**config.mk**
```make
export PLATFORM = sky130hd
export DESIGN_NAME = image_placement_scaler
export DESIGN_NICKNAME = d
export VERILOG_FILES = /design/src/rtl/core/ips_pkg.sv /design/src/rtl/core/image_placement_scaler.sv
export SDC_FILE = /design/constraint.sdc
export NUM_CORES = 2
export LEC_CHECK = 0
export CAP_MARGIN = 20
export CORE_UTILIZATION = 50
export CTS_CLUSTER_SIZE = 20
export DETAILED_ROUTE_END_ITERATION = 6
export DONT_BUFFER_PORTS = 1
export PLACE_DENSITY = 0.65
export SLEW_MARGIN = 20
export SYNTH_ARGS = -nofsm -noshare
export SYNTH_HDL_FRONTEND = slang
export SYNTH_SLANG_ARGS = --single-unit
```
**constraint.sdc**
```tcl
create_clock -name clock -period 16.7 [get_ports clock]
set_clock_uncertainty 0.05 [all_clocks]
set_input_delay 1.67 -clock clock [delete_from_list [all_inputs] [get_ports clock]]
set_output_delay 1.67 -clock clock [all_outputs]
set_load 0.02 [all_outputs]
```
**src/rtl/core/ips_pkg.sv**
```systemverilog
// Shared types and constants of the image placement scaler.
package ips_pkg;

   localparam int DIM_BITS           = 13;
   localparam int PROD_BITS          = 2 * DIM_BITS;
   localparam int SIZE_BITS          = 16;
   localparam int OFF_BITS           = SIZE_BITS + 2;
   localparam int CSR_DATA_BITS      = 2;
   localparam int DIV_BITS_PER_STAGE = 2;
   localparam int DIV_STAGES         = SIZE_BITS / DIV_BITS_PER_STAGE;

   localparam int ST_A       = 0;
   localparam int ST_B       = 1;
   localparam int ST_C       = 2;
   localparam int ST_D       = 3;
   localparam int ST_E       = 4;
   localparam int ST_DIV0    = 5;
   localparam int ST_F       = ST_DIV0 + DIV_STAGES;
   localparam int ST_OUT     = ST_F + 1;
   localparam int NUM_STAGES = ST_OUT + 1;

   typedef enum logic [1:0] {
      MODE_CENTER  = 2'd0,
      MODE_ZOOM    = 2'd1,
      MODE_STRETCH = 2'd2,
      MODE_FIT     = 2'd3
   } scale_mode_type;

   typedef enum logic [0:0] {
      CSR_SCALE_MODE    = 1'b0,
      CSR_ROTATE_ENABLE = 1'b1
   } csr_index_type;

   typedef enum logic [1:0] {
      QSEL_NONE   = 2'd0,
      QSEL_WIDTH  = 2'd1,
      QSEL_HEIGHT = 2'd2
   } quot_sel_type;

   typedef struct packed {
      logic [DIM_BITS-1:0] image_width;
      logic [DIM_BITS-1:0] image_height;
      logic [DIM_BITS-1:0] monitor_x;
      logic [DIM_BITS-1:0] monitor_y;
      logic [DIM_BITS-1:0] monitor_width;
      logic [DIM_BITS-1:0] monitor_height;
   } req_word_type;

   typedef struct packed {
      logic signed [SIZE_BITS-1:0] dest_x;
      logic signed [SIZE_BITS-1:0] dest_y;
      logic [SIZE_BITS-1:0]        dest_width;
      logic [SIZE_BITS-1:0]        dest_height;
      logic                        rotated;
      logic                        saturated;
   } rsp_word_type;

   typedef struct packed {
      logic [DIM_BITS-1:0] base_w;
      logic [DIM_BITS-1:0] base_h;
      logic [DIM_BITS-1:0] mw;
      logic [DIM_BITS-1:0] mh;
      logic [DIM_BITS-1:0] mx;
      logic [DIM_BITS-1:0] my;
      logic                rotated;
      quot_sel_type        qsel;
   } side_type;

   typedef struct packed {
      logic [DIM_BITS-1:0]  iw;
      logic [DIM_BITS-1:0]  ih;
      logic [DIM_BITS-1:0]  mw;
      logic [DIM_BITS-1:0]  mh;
      logic [DIM_BITS-1:0]  mx;
      logic [DIM_BITS-1:0]  my;
      scale_mode_type       mode;
      logic                 rotated;
      logic [PROD_BITS-1:0] p_iw_mh;
      logic [PROD_BITS-1:0] p_mw_ih;
   } stage_b_type;

   typedef struct packed {
      side_type             side;
      logic [PROD_BITS-1:0] dividend;
      logic [DIM_BITS-1:0]  divisor;
      logic                 ceil_div;
   } stage_c_type;

   typedef struct packed {
      side_type             side;
      logic [PROD_BITS-1:0] numer;
      logic [DIM_BITS-1:0]  divisor;
   } stage_d_type;

   typedef struct packed {
      side_type             side;
      logic                 sat;
      logic [DIM_BITS-1:0]  divisor;
      logic [DIM_BITS-1:0]  rem;
      logic [SIZE_BITS-1:0] low;
      logic [SIZE_BITS-1:0] quot;
   } div_type;

   typedef struct packed {
      logic [DIM_BITS-1:0]        mx;
      logic [DIM_BITS-1:0]        my;
      logic [SIZE_BITS-1:0]       width;
      logic [SIZE_BITS-1:0]       height;
      logic signed [OFF_BITS-1:0] diff_x;
      logic signed [OFF_BITS-1:0] diff_y;
      logic                       rotated;
      logic                       sat;
   } stage_f_type;

endpackage

```
**src/rtl/core/image_placement_scaler.sv**
```systemverilog
// Image placement scaler: pipelined destination rectangle computation.
//
// Each request word carries an image size and a monitor rectangle; one response word gives
// the destination rectangle in the selected scale mode (center, zoom fill, stretch, fit),
// with an optional width/height swap to match monitor orientation. The pipeline takes one
// word per cycle while the response side does not stall; the depth is set by the 16-bit
// quotient, produced two bits per stage over eight divider stages behind the multiply,
// compare and rounding stages. A stalled response holds its word while bubbles further up
// still fill, so requests keep flowing until the pipeline is full. Write scale_mode and
// rotate_enable only while no request is in flight.
module image_placement_scaler
   import ips_pkg::*;
(
   input  logic                     clock,
   input  logic                     reset,
   input  logic                     req_valid,
   output logic                     req_ready,
   input  req_word_type             req_word,
   output logic                     rsp_valid,
   input  logic                     rsp_ready,
   output rsp_word_type             rsp_word,
   input  logic                     csr_valid,
   output logic                     csr_ready,
   input  csr_index_type            csr_index,
   input  logic [CSR_DATA_BITS-1:0] csr_wdata
);

   scale_mode_type        scale_mode_ff, scale_mode_in;
   logic                  rotate_enable_ff, rotate_enable_in;

   logic [NUM_STAGES-1:0] vld_ff, vld_in;
   logic [NUM_STAGES-1:0] adv;

   req_word_type          a_word_ff;
   scale_mode_type        a_mode_ff;
   logic                  a_rot_en_ff;
   stage_b_type           b_ff, b_in;
   stage_c_type           c_ff, c_in;
   stage_d_type           d_ff, d_in;
   div_type               e_ff, e_in;
   div_type               div_ff [DIV_STAGES];
   div_type               div_in [DIV_STAGES];
   div_type               div_src [DIV_STAGES];
   stage_f_type           f_ff, f_in;
   rsp_word_type          rsp_word_ff, rsp_word_in;

   logic [DIM_BITS-1:0]            n_iw, n_ih, n_mw, n_mh;
   logic                           swap;
   logic [PROD_BITS+SIZE_BITS-1:0] num_ext;
   logic [PROD_BITS-1:0]           num_hi;
   logic [SIZE_BITS-1:0]           size_q;
   logic signed [OFF_BITS-1:0]     half_x, half_y;
   logic [OFF_BITS-1:0]            sum_x, sum_y;

   function automatic div_type div_step(div_type x);
      div_type           y;
      logic [DIM_BITS:0] trial;
      y = x;
      for (int j = 0; j < DIV_BITS_PER_STAGE; j++) begin
         trial = {y.rem, y.low[SIZE_BITS-1]};
         y.low = {y.low[SIZE_BITS-2:0], 1'b0};
         if (trial >= {1'b0, y.divisor}) begin
            trial  = trial - {1'b0, y.divisor};
            y.quot = {y.quot[SIZE_BITS-2:0], 1'b1};
         end else begin
            y.quot = {y.quot[SIZE_BITS-2:0], 1'b0};
         end
         y.rem = trial[DIM_BITS-1:0];
      end
      return y;
   endfunction

   // configuration
   assign csr_ready = 1'b1;

   always_comb begin
      scale_mode_in    = scale_mode_ff;
      rotate_enable_in = rotate_enable_ff;
      if (csr_valid) begin
         unique case (csr_index)
            CSR_SCALE_MODE:    scale_mode_in    = scale_mode_type'(csr_wdata);
            CSR_ROTATE_ENABLE: rotate_enable_in = csr_wdata[0];
         endcase
      end
   end

   always_ff @(posedge clock) begin
      if (reset) begin
         scale_mode_ff    <= MODE_FIT;
         rotate_enable_ff <= 1'b1;
      end else begin
         scale_mode_ff    <= scale_mode_in;
         rotate_enable_ff <= rotate_enable_in;
      end
   end

   // advance a stage when it is empty or its successor advances
   always_comb begin
      adv[NUM_STAGES-1] = !vld_ff[NUM_STAGES-1] || rsp_ready;
      for (int k = NUM_STAGES - 2; k >= 0; k--) begin
         adv[k] = !vld_ff[k] || adv[k+1];
      end
      vld_in[0] = adv[0] ? req_valid : vld_ff[0];
      for (int k = 1; k < NUM_STAGES; k++) begin
         vld_in[k] = adv[k] ? vld_ff[k-1] : vld_ff[k];
      end
   end

   always_ff @(posedge clock) begin
      if (reset) begin
         vld_ff <= '0;
      end else begin
         vld_ff <= vld_in;
      end
   end

   assign req_ready = adv[ST_A];
   assign rsp_valid = vld_ff[ST_OUT];
   assign rsp_word  = rsp_word_ff;

   // stage A: capture request word and settings
   always_ff @(posedge clock) begin
      if (adv[ST_A]) begin
         a_word_ff   <= req_word;
         a_mode_ff   <= scale_mode_ff;
         a_rot_en_ff <= rotate_enable_ff;
      end
   end

   // stage B: clamp zero sizes, orient, cross-multiply
   always_comb begin
      n_iw = (a_word_ff.image_width    == '0) ? DIM_BITS'(1) : a_word_ff.image_width;
      n_ih = (a_word_ff.image_height   == '0) ? DIM_BITS'(1) : a_word_ff.image_height;
      n_mw = (a_word_ff.monitor_width  == '0) ? DIM_BITS'(1) : a_word_ff.monitor_width;
      n_mh = (a_word_ff.monitor_height == '0) ? DIM_BITS'(1) : a_word_ff.monitor_height;
      swap = a_rot_en_ff && ((n_mw > n_mh && n_iw < n_ih) || (n_mw < n_mh && n_iw > n_ih));
      b_in.iw      = swap ? n_ih : n_iw;
      b_in.ih      = swap ? n_iw : n_ih;
      b_in.mw      = n_mw;
      b_in.mh      = n_mh;
      b_in.mx      = a_word_ff.monitor_x;
      b_in.my      = a_word_ff.monitor_y;
      b_in.mode    = a_mode_ff;
      b_in.rotated = swap;
      b_in.p_iw_mh = PROD_BITS'(b_in.iw) * PROD_BITS'(n_mh);
      b_in.p_mw_ih = PROD_BITS'(n_mw) * PROD_BITS'(b_in.ih);
   end

   always_ff @(posedge clock) begin
      if (adv[ST_B]) begin
         b_ff <= b_in;
      end
   end

   // stage C: compare aspects, pick the divided side
   always_comb begin
      c_in.side.base_w  = b_ff.mw;
      c_in.side.base_h  = b_ff.mh;
      c_in.side.mw      = b_ff.mw;
      c_in.side.mh      = b_ff.mh;
      c_in.side.mx      = b_ff.mx;
      c_in.side.my      = b_ff.my;
      c_in.side.rotated = b_ff.rotated;
      c_in.side.qsel    = QSEL_NONE;
      c_in.dividend     = b_ff.p_iw_mh;
      c_in.divisor      = b_ff.ih;
      c_in.ceil_div     = 1'b0;
      unique case (b_ff.mode)
         MODE_CENTER: begin
            c_in.side.base_w = b_ff.iw;
            c_in.side.base_h = b_ff.ih;
         end
         MODE_ZOOM: begin
            c_in.ceil_div = 1'b1;
            if (b_ff.p_iw_mh > b_ff.p_mw_ih) begin
               c_in.side.qsel = QSEL_WIDTH;
            end else begin
               c_in.side.qsel = QSEL_HEIGHT;
               c_in.dividend  = b_ff.p_mw_ih;
               c_in.divisor   = b_ff.iw;
            end
         end
         MODE_STRETCH: begin
            c_in.side.qsel = QSEL_NONE;
         end
         MODE_FIT: begin
            if (b_ff.p_iw_mh >= b_ff.p_mw_ih) begin
               c_in.side.qsel = QSEL_HEIGHT;
               c_in.dividend  = b_ff.p_mw_ih;
               c_in.divisor   = b_ff.iw;
            end else begin
               c_in.side.qsel = QSEL_WIDTH;
            end
         end
      endcase
   end

   always_ff @(posedge clock) begin
      if (adv[ST_C]) begin
         c_ff <= c_in;
      end
   end

   // stage D: bias the dividend for a ceiling quotient
   always_comb begin
      d_in.side    = c_ff.side;
      d_in.divisor = c_ff.divisor;
      d_in.numer   = c_ff.dividend
                   + (c_ff.ceil_div ? PROD_BITS'(c_ff.divisor - DIM_BITS'(1)) : '0);
   end

   always_ff @(posedge clock) begin
      if (adv[ST_D]) begin
         d_ff <= d_in;
      end
   end

   // stage E: detect quotient overflow, seed the divider
   always_comb begin
      num_ext      = (PROD_BITS + SIZE_BITS)'(d_ff.numer);
      num_hi       = num_ext[PROD_BITS+SIZE_BITS-1:SIZE_BITS];
      e_in.side    = d_ff.side;
      e_in.divisor = d_ff.divisor;
      e_in.sat     = (d_ff.side.qsel != QSEL_NONE) && (num_hi >= PROD_BITS'(d_ff.divisor));
      e_in.rem     = num_hi[DIM_BITS-1:0];
      e_in.low     = num_ext[SIZE_BITS-1:0];
      e_in.quot    = '0;
   end

   always_ff @(posedge clock) begin
      if (adv[ST_E]) begin
         e_ff <= e_in;
      end
   end

   // divider: restoring steps, two quotient bits per stage
   always_comb begin
      div_src[0] = e_ff;
      for (int k = 1; k < DIV_STAGES; k++) begin
         div_src[k] = div_ff[k-1];
      end
      for (int k = 0; k < DIV_STAGES; k++) begin
         div_in[k] = div_step(div_src[k]);
      end
   end

   for (genvar g = 0; g < DIV_STAGES; g++) begin : g_div
      always_ff @(posedge clock) begin
         if (adv[ST_DIV0+g]) begin
            div_ff[g] <= div_in[g];
         end
      end
   end

   // stage F: final sizes and spans left over
   always_comb begin
      size_q = div_ff[DIV_STAGES-1].sat ? {SIZE_BITS{1'b1}} : div_ff[DIV_STAGES-1].quot;
      f_in.mx      = div_ff[DIV_STAGES-1].side.mx;
      f_in.my      = div_ff[DIV_STAGES-1].side.my;
      f_in.rotated = div_ff[DIV_STAGES-1].side.rotated;
      f_in.sat     = div_ff[DIV_STAGES-1].sat;
      f_in.width   = (div_ff[DIV_STAGES-1].side.qsel == QSEL_WIDTH) ? size_q
                   : SIZE_BITS'(div_ff[DIV_STAGES-1].side.base_w);
      f_in.height  = (div_ff[DIV_STAGES-1].side.qsel == QSEL_HEIGHT) ? size_q
                   : SIZE_BITS'(div_ff[DIV_STAGES-1].side.base_h);
      f_in.diff_x  = signed'(OFF_BITS'(div_ff[DIV_STAGES-1].side.mw) - OFF_BITS'(f_in.width));
      f_in.diff_y  = signed'(OFF_BITS'(div_ff[DIV_STAGES-1].side.mh) - OFF_BITS'(f_in.height));
   end

   always_ff @(posedge clock) begin
      if (adv[ST_F]) begin
         f_ff <= f_in;
      end
   end

   // output stage: center with halving toward zero
   always_comb begin
      half_x = f_ff.diff_x >>> 1;
      half_y = f_ff.diff_y >>> 1;
      sum_x  = OFF_BITS'(f_ff.mx) + unsigned'(half_x)
             + OFF_BITS'(f_ff.diff_x[OFF_BITS-1] & f_ff.diff_x[0]);
      sum_y  = OFF_BITS'(f_ff.my) + unsigned'(half_y)
             + OFF_BITS'(f_ff.diff_y[OFF_BITS-1] & f_ff.diff_y[0]);
      rsp_word_in.dest_x      = signed'(sum_x[SIZE_BITS-1:0]);
      rsp_word_in.dest_y      = signed'(sum_y[SIZE_BITS-1:0]);
      rsp_word_in.dest_width  = f_ff.width;
      rsp_word_in.dest_height = f_ff.height;
      rsp_word_in.rotated     = f_ff.rotated;
      rsp_word_in.saturated   = f_ff.sat;
   end

   always_ff @(posedge clock) begin
      if (adv[ST_OUT]) begin
         rsp_word_ff <= rsp_word_in;
      end
   end

endmodule

```
==> run metrics <==
status completed; first-pass GRT wire length 296 mm; Remaining DRCs 0; slew margin rel. 24.3%; GRT busiest layer met2; Cell Area, Synth 86500 µm²; CP peak stage delay 0.81 ns; R2R Setup Slk 6.29 ns; period utilization 62.4%; vias per inst 5.41; HP Start div_in[1119]; worst r2r src a_word_ff[24]; Max Cap Violations 0; GPL Wtd Cong 0.918; area grow syn2layout 9.36%; Detailed Route WL 196 mm; Area contributors post-synth edfxtp_1, ha_1, fa_1, mux2_2, nand2_1; post-cts resize count 0; die area 175000 µm²; Avg Cell Area, Syn 13.4 µm²; Worst Setup Start Kind flip-flop; Post-synth EDFFs 1702; Root Buffer clkbuf_16; # setup viols final 0; row count 152; Worst Path Required 17.18 ns; Post-synth ARST share 0%; Total GRT Usage 22.7%; Hold Buf Count CTS 0; # IOs 155; Slew Viols, Final 0; Worst setup EP type flip-flop; Clock Tree Buf Depth 3; r2r worst-path depth 32; Final Hold Viols 0; Yosys cell types 83; number of synthesized register bits 1720; Buffers on Ports 0; TritonCTS buffer count 175; Die X 418 µm; clk sinks 1720; Hold EP div_ff[0][137]; slowest CP cell edfxtp_1; Worst-Margin Slew 1.14 ns; post-synthesis sequential area ratio 59.5%; initial DRC count 3318; share of layout cells above drive strength 1 11.4%; starting density of the core 50.4%; worst hold path type reg -> reg; GRT met1 Usage 27.1%; Core Region 172000 µm²; ys flop type edfxtp_1; H-tree depth 4; CTS tree done; Synth Net Count 7316; vias in the first global route 49.0k; hold-critical path depth 0; RSZ-0062 raised after global routing no; Clock Pin Slew Worst Setup and Hold Paths 0.06 ns; Design Area, Final 94600 µm²; Yosys Warn Count 0; r2r endpoint b_ff[50]; Pre-antenna DRT Iters 5; Yosys top cell area share 59.1%; Routed Antenna Nets 0; GRT met3 Usage 3.08%; detailed placement HPWL 144 mm; Die Ht 418 µm; final std cells w/o fill 8920; CP arrival 10.89 ns; Setup Buffers After CTS 0; DP Cell Count 8597; CP max FO 171; Syn Inst Count 6480; post-synth top area cell edfxtp_1; setup tns final 0 ns; most frequent cell after synthesis edfxtp_1; Clock Latency Late Sink 0.83 ns; maximum number of pins on one net before global-route repair 172; met2 Use GR 39.4%; global route overflow 0; DR WL/cell 22.0 µm; fin nets 7300; CP Class reg -> reg; initial antenna violation count 13; area post-placement 88900 µm²; Commonest cells post-synth edfxtp_1, nand2_1, inv_1, ha_1, mux2_2; Max Clock Freq 96.0 MHz; via count 48.2k; Final Critical Period 10.41 ns
[cell usage in the layout, fill, tap and decap left out, drive strengths merged, types with 46 or more instances in the layout]
master,n
nand3,46
fa,264
edfxtp,1702
nand2,829
a21oi,210
xor2,85
o21a,87
nor3,94
mux2i,172
nor2,214
o21ai,158
a21o,99
nand4,50
clkbuf,210
xnor2,157
mux2,363
nor2b,55
buf,83
clkinv,77
inv,672
ha,486
[worst max-delay path, delay by kind of cell, from the launching register on]
| kind | cells | cell delay, ns |
|---|---|---|
| compound gates | 14 | 3.36 |
| xor+xnor | 1 | 0.15 |
| simple gates | 2 | 0.54 |
| buf+inv | 7 | 1.49 |
| flops | 1 | 0.81 |
| mux | 1 | 0.24 |
| fa+ha+maj | 7 | 3.19 |
[metrics by stage]
stage	utilization [%]	worst slack, ns	hold WS, ns
after floorplan	-	8.08	0.350
after global placement	51.8	6.09	0.351
after detailed placement	51.8	6.42	0.355
after CTS	55.1	6.41	0.326
after global routing	55.1	5.75	0.333
final	55.1	6.29	0.329
[registers in the layout, indices dropped and copies added, names as in the netlist]
name / cells
vld_ff: 15
div_src: 12
b_ff: 133
a_mode_ff: 2
f_ff: 94
a_rot_en_ff: 1
scale_mode_ff: 2
rsp_word: 66
a_word_ff: 78
c_ff: 121
rotate_enable_ff: 1
div_in: 109
d_ff: 120
div_ff: 966
[area by class of cell]
type | count | area (µm²)
Multi-Input combinational cell | 3824 | 31400
Clock inverter | 108 | 1150
Antenna cell | 5 | 12.5
Sequential cell | 1720 | 51500
Clock buffer | 210 | 4550
Fill cell | 13800 | 77100
Tap cell | 2310 | 2890
Inverter | 660 | 2500
Timing Repair Buffer | 83 | 656
[routing by layer]
layer / up-vias / part of all wire (%)
li1: 23000 / -
met1: 23600 / 40
met2: 1185 / 50
met3: 422 / 3.8
met4: 6 / 6.1
met5: - / 0.020
[worst max path at each step]
stage | start | to
2_1_floorplan | rsp_ready | b_ff[0]
3_3_place_gp | a_word_ff[14] | b_ff[50]
3_5_place_dp | a_word_ff[24] | b_ff[50]
4_1_cts | a_word_ff[24] | b_ff[50]
5_1_grt | a_word_ff[14] | b_ff[50]
6_report | a_word_ff[24] | b_ff[50]
[logic make-up after synthesis]
kind of cell,count (synthesis),synth area share (%)
compound gates,819,6.39
xor+xnor,242,2.45
fa+ha+maj,750,13.1
buf+inv,936,4.32
flops,1720,59.5
mux,535,6.71
other cells,1,0.00433
simple gates,1477,7.52
Power is not shown: default switching activity piles up to over one toggle a cycle in this logic, so the estimate is an artifact.
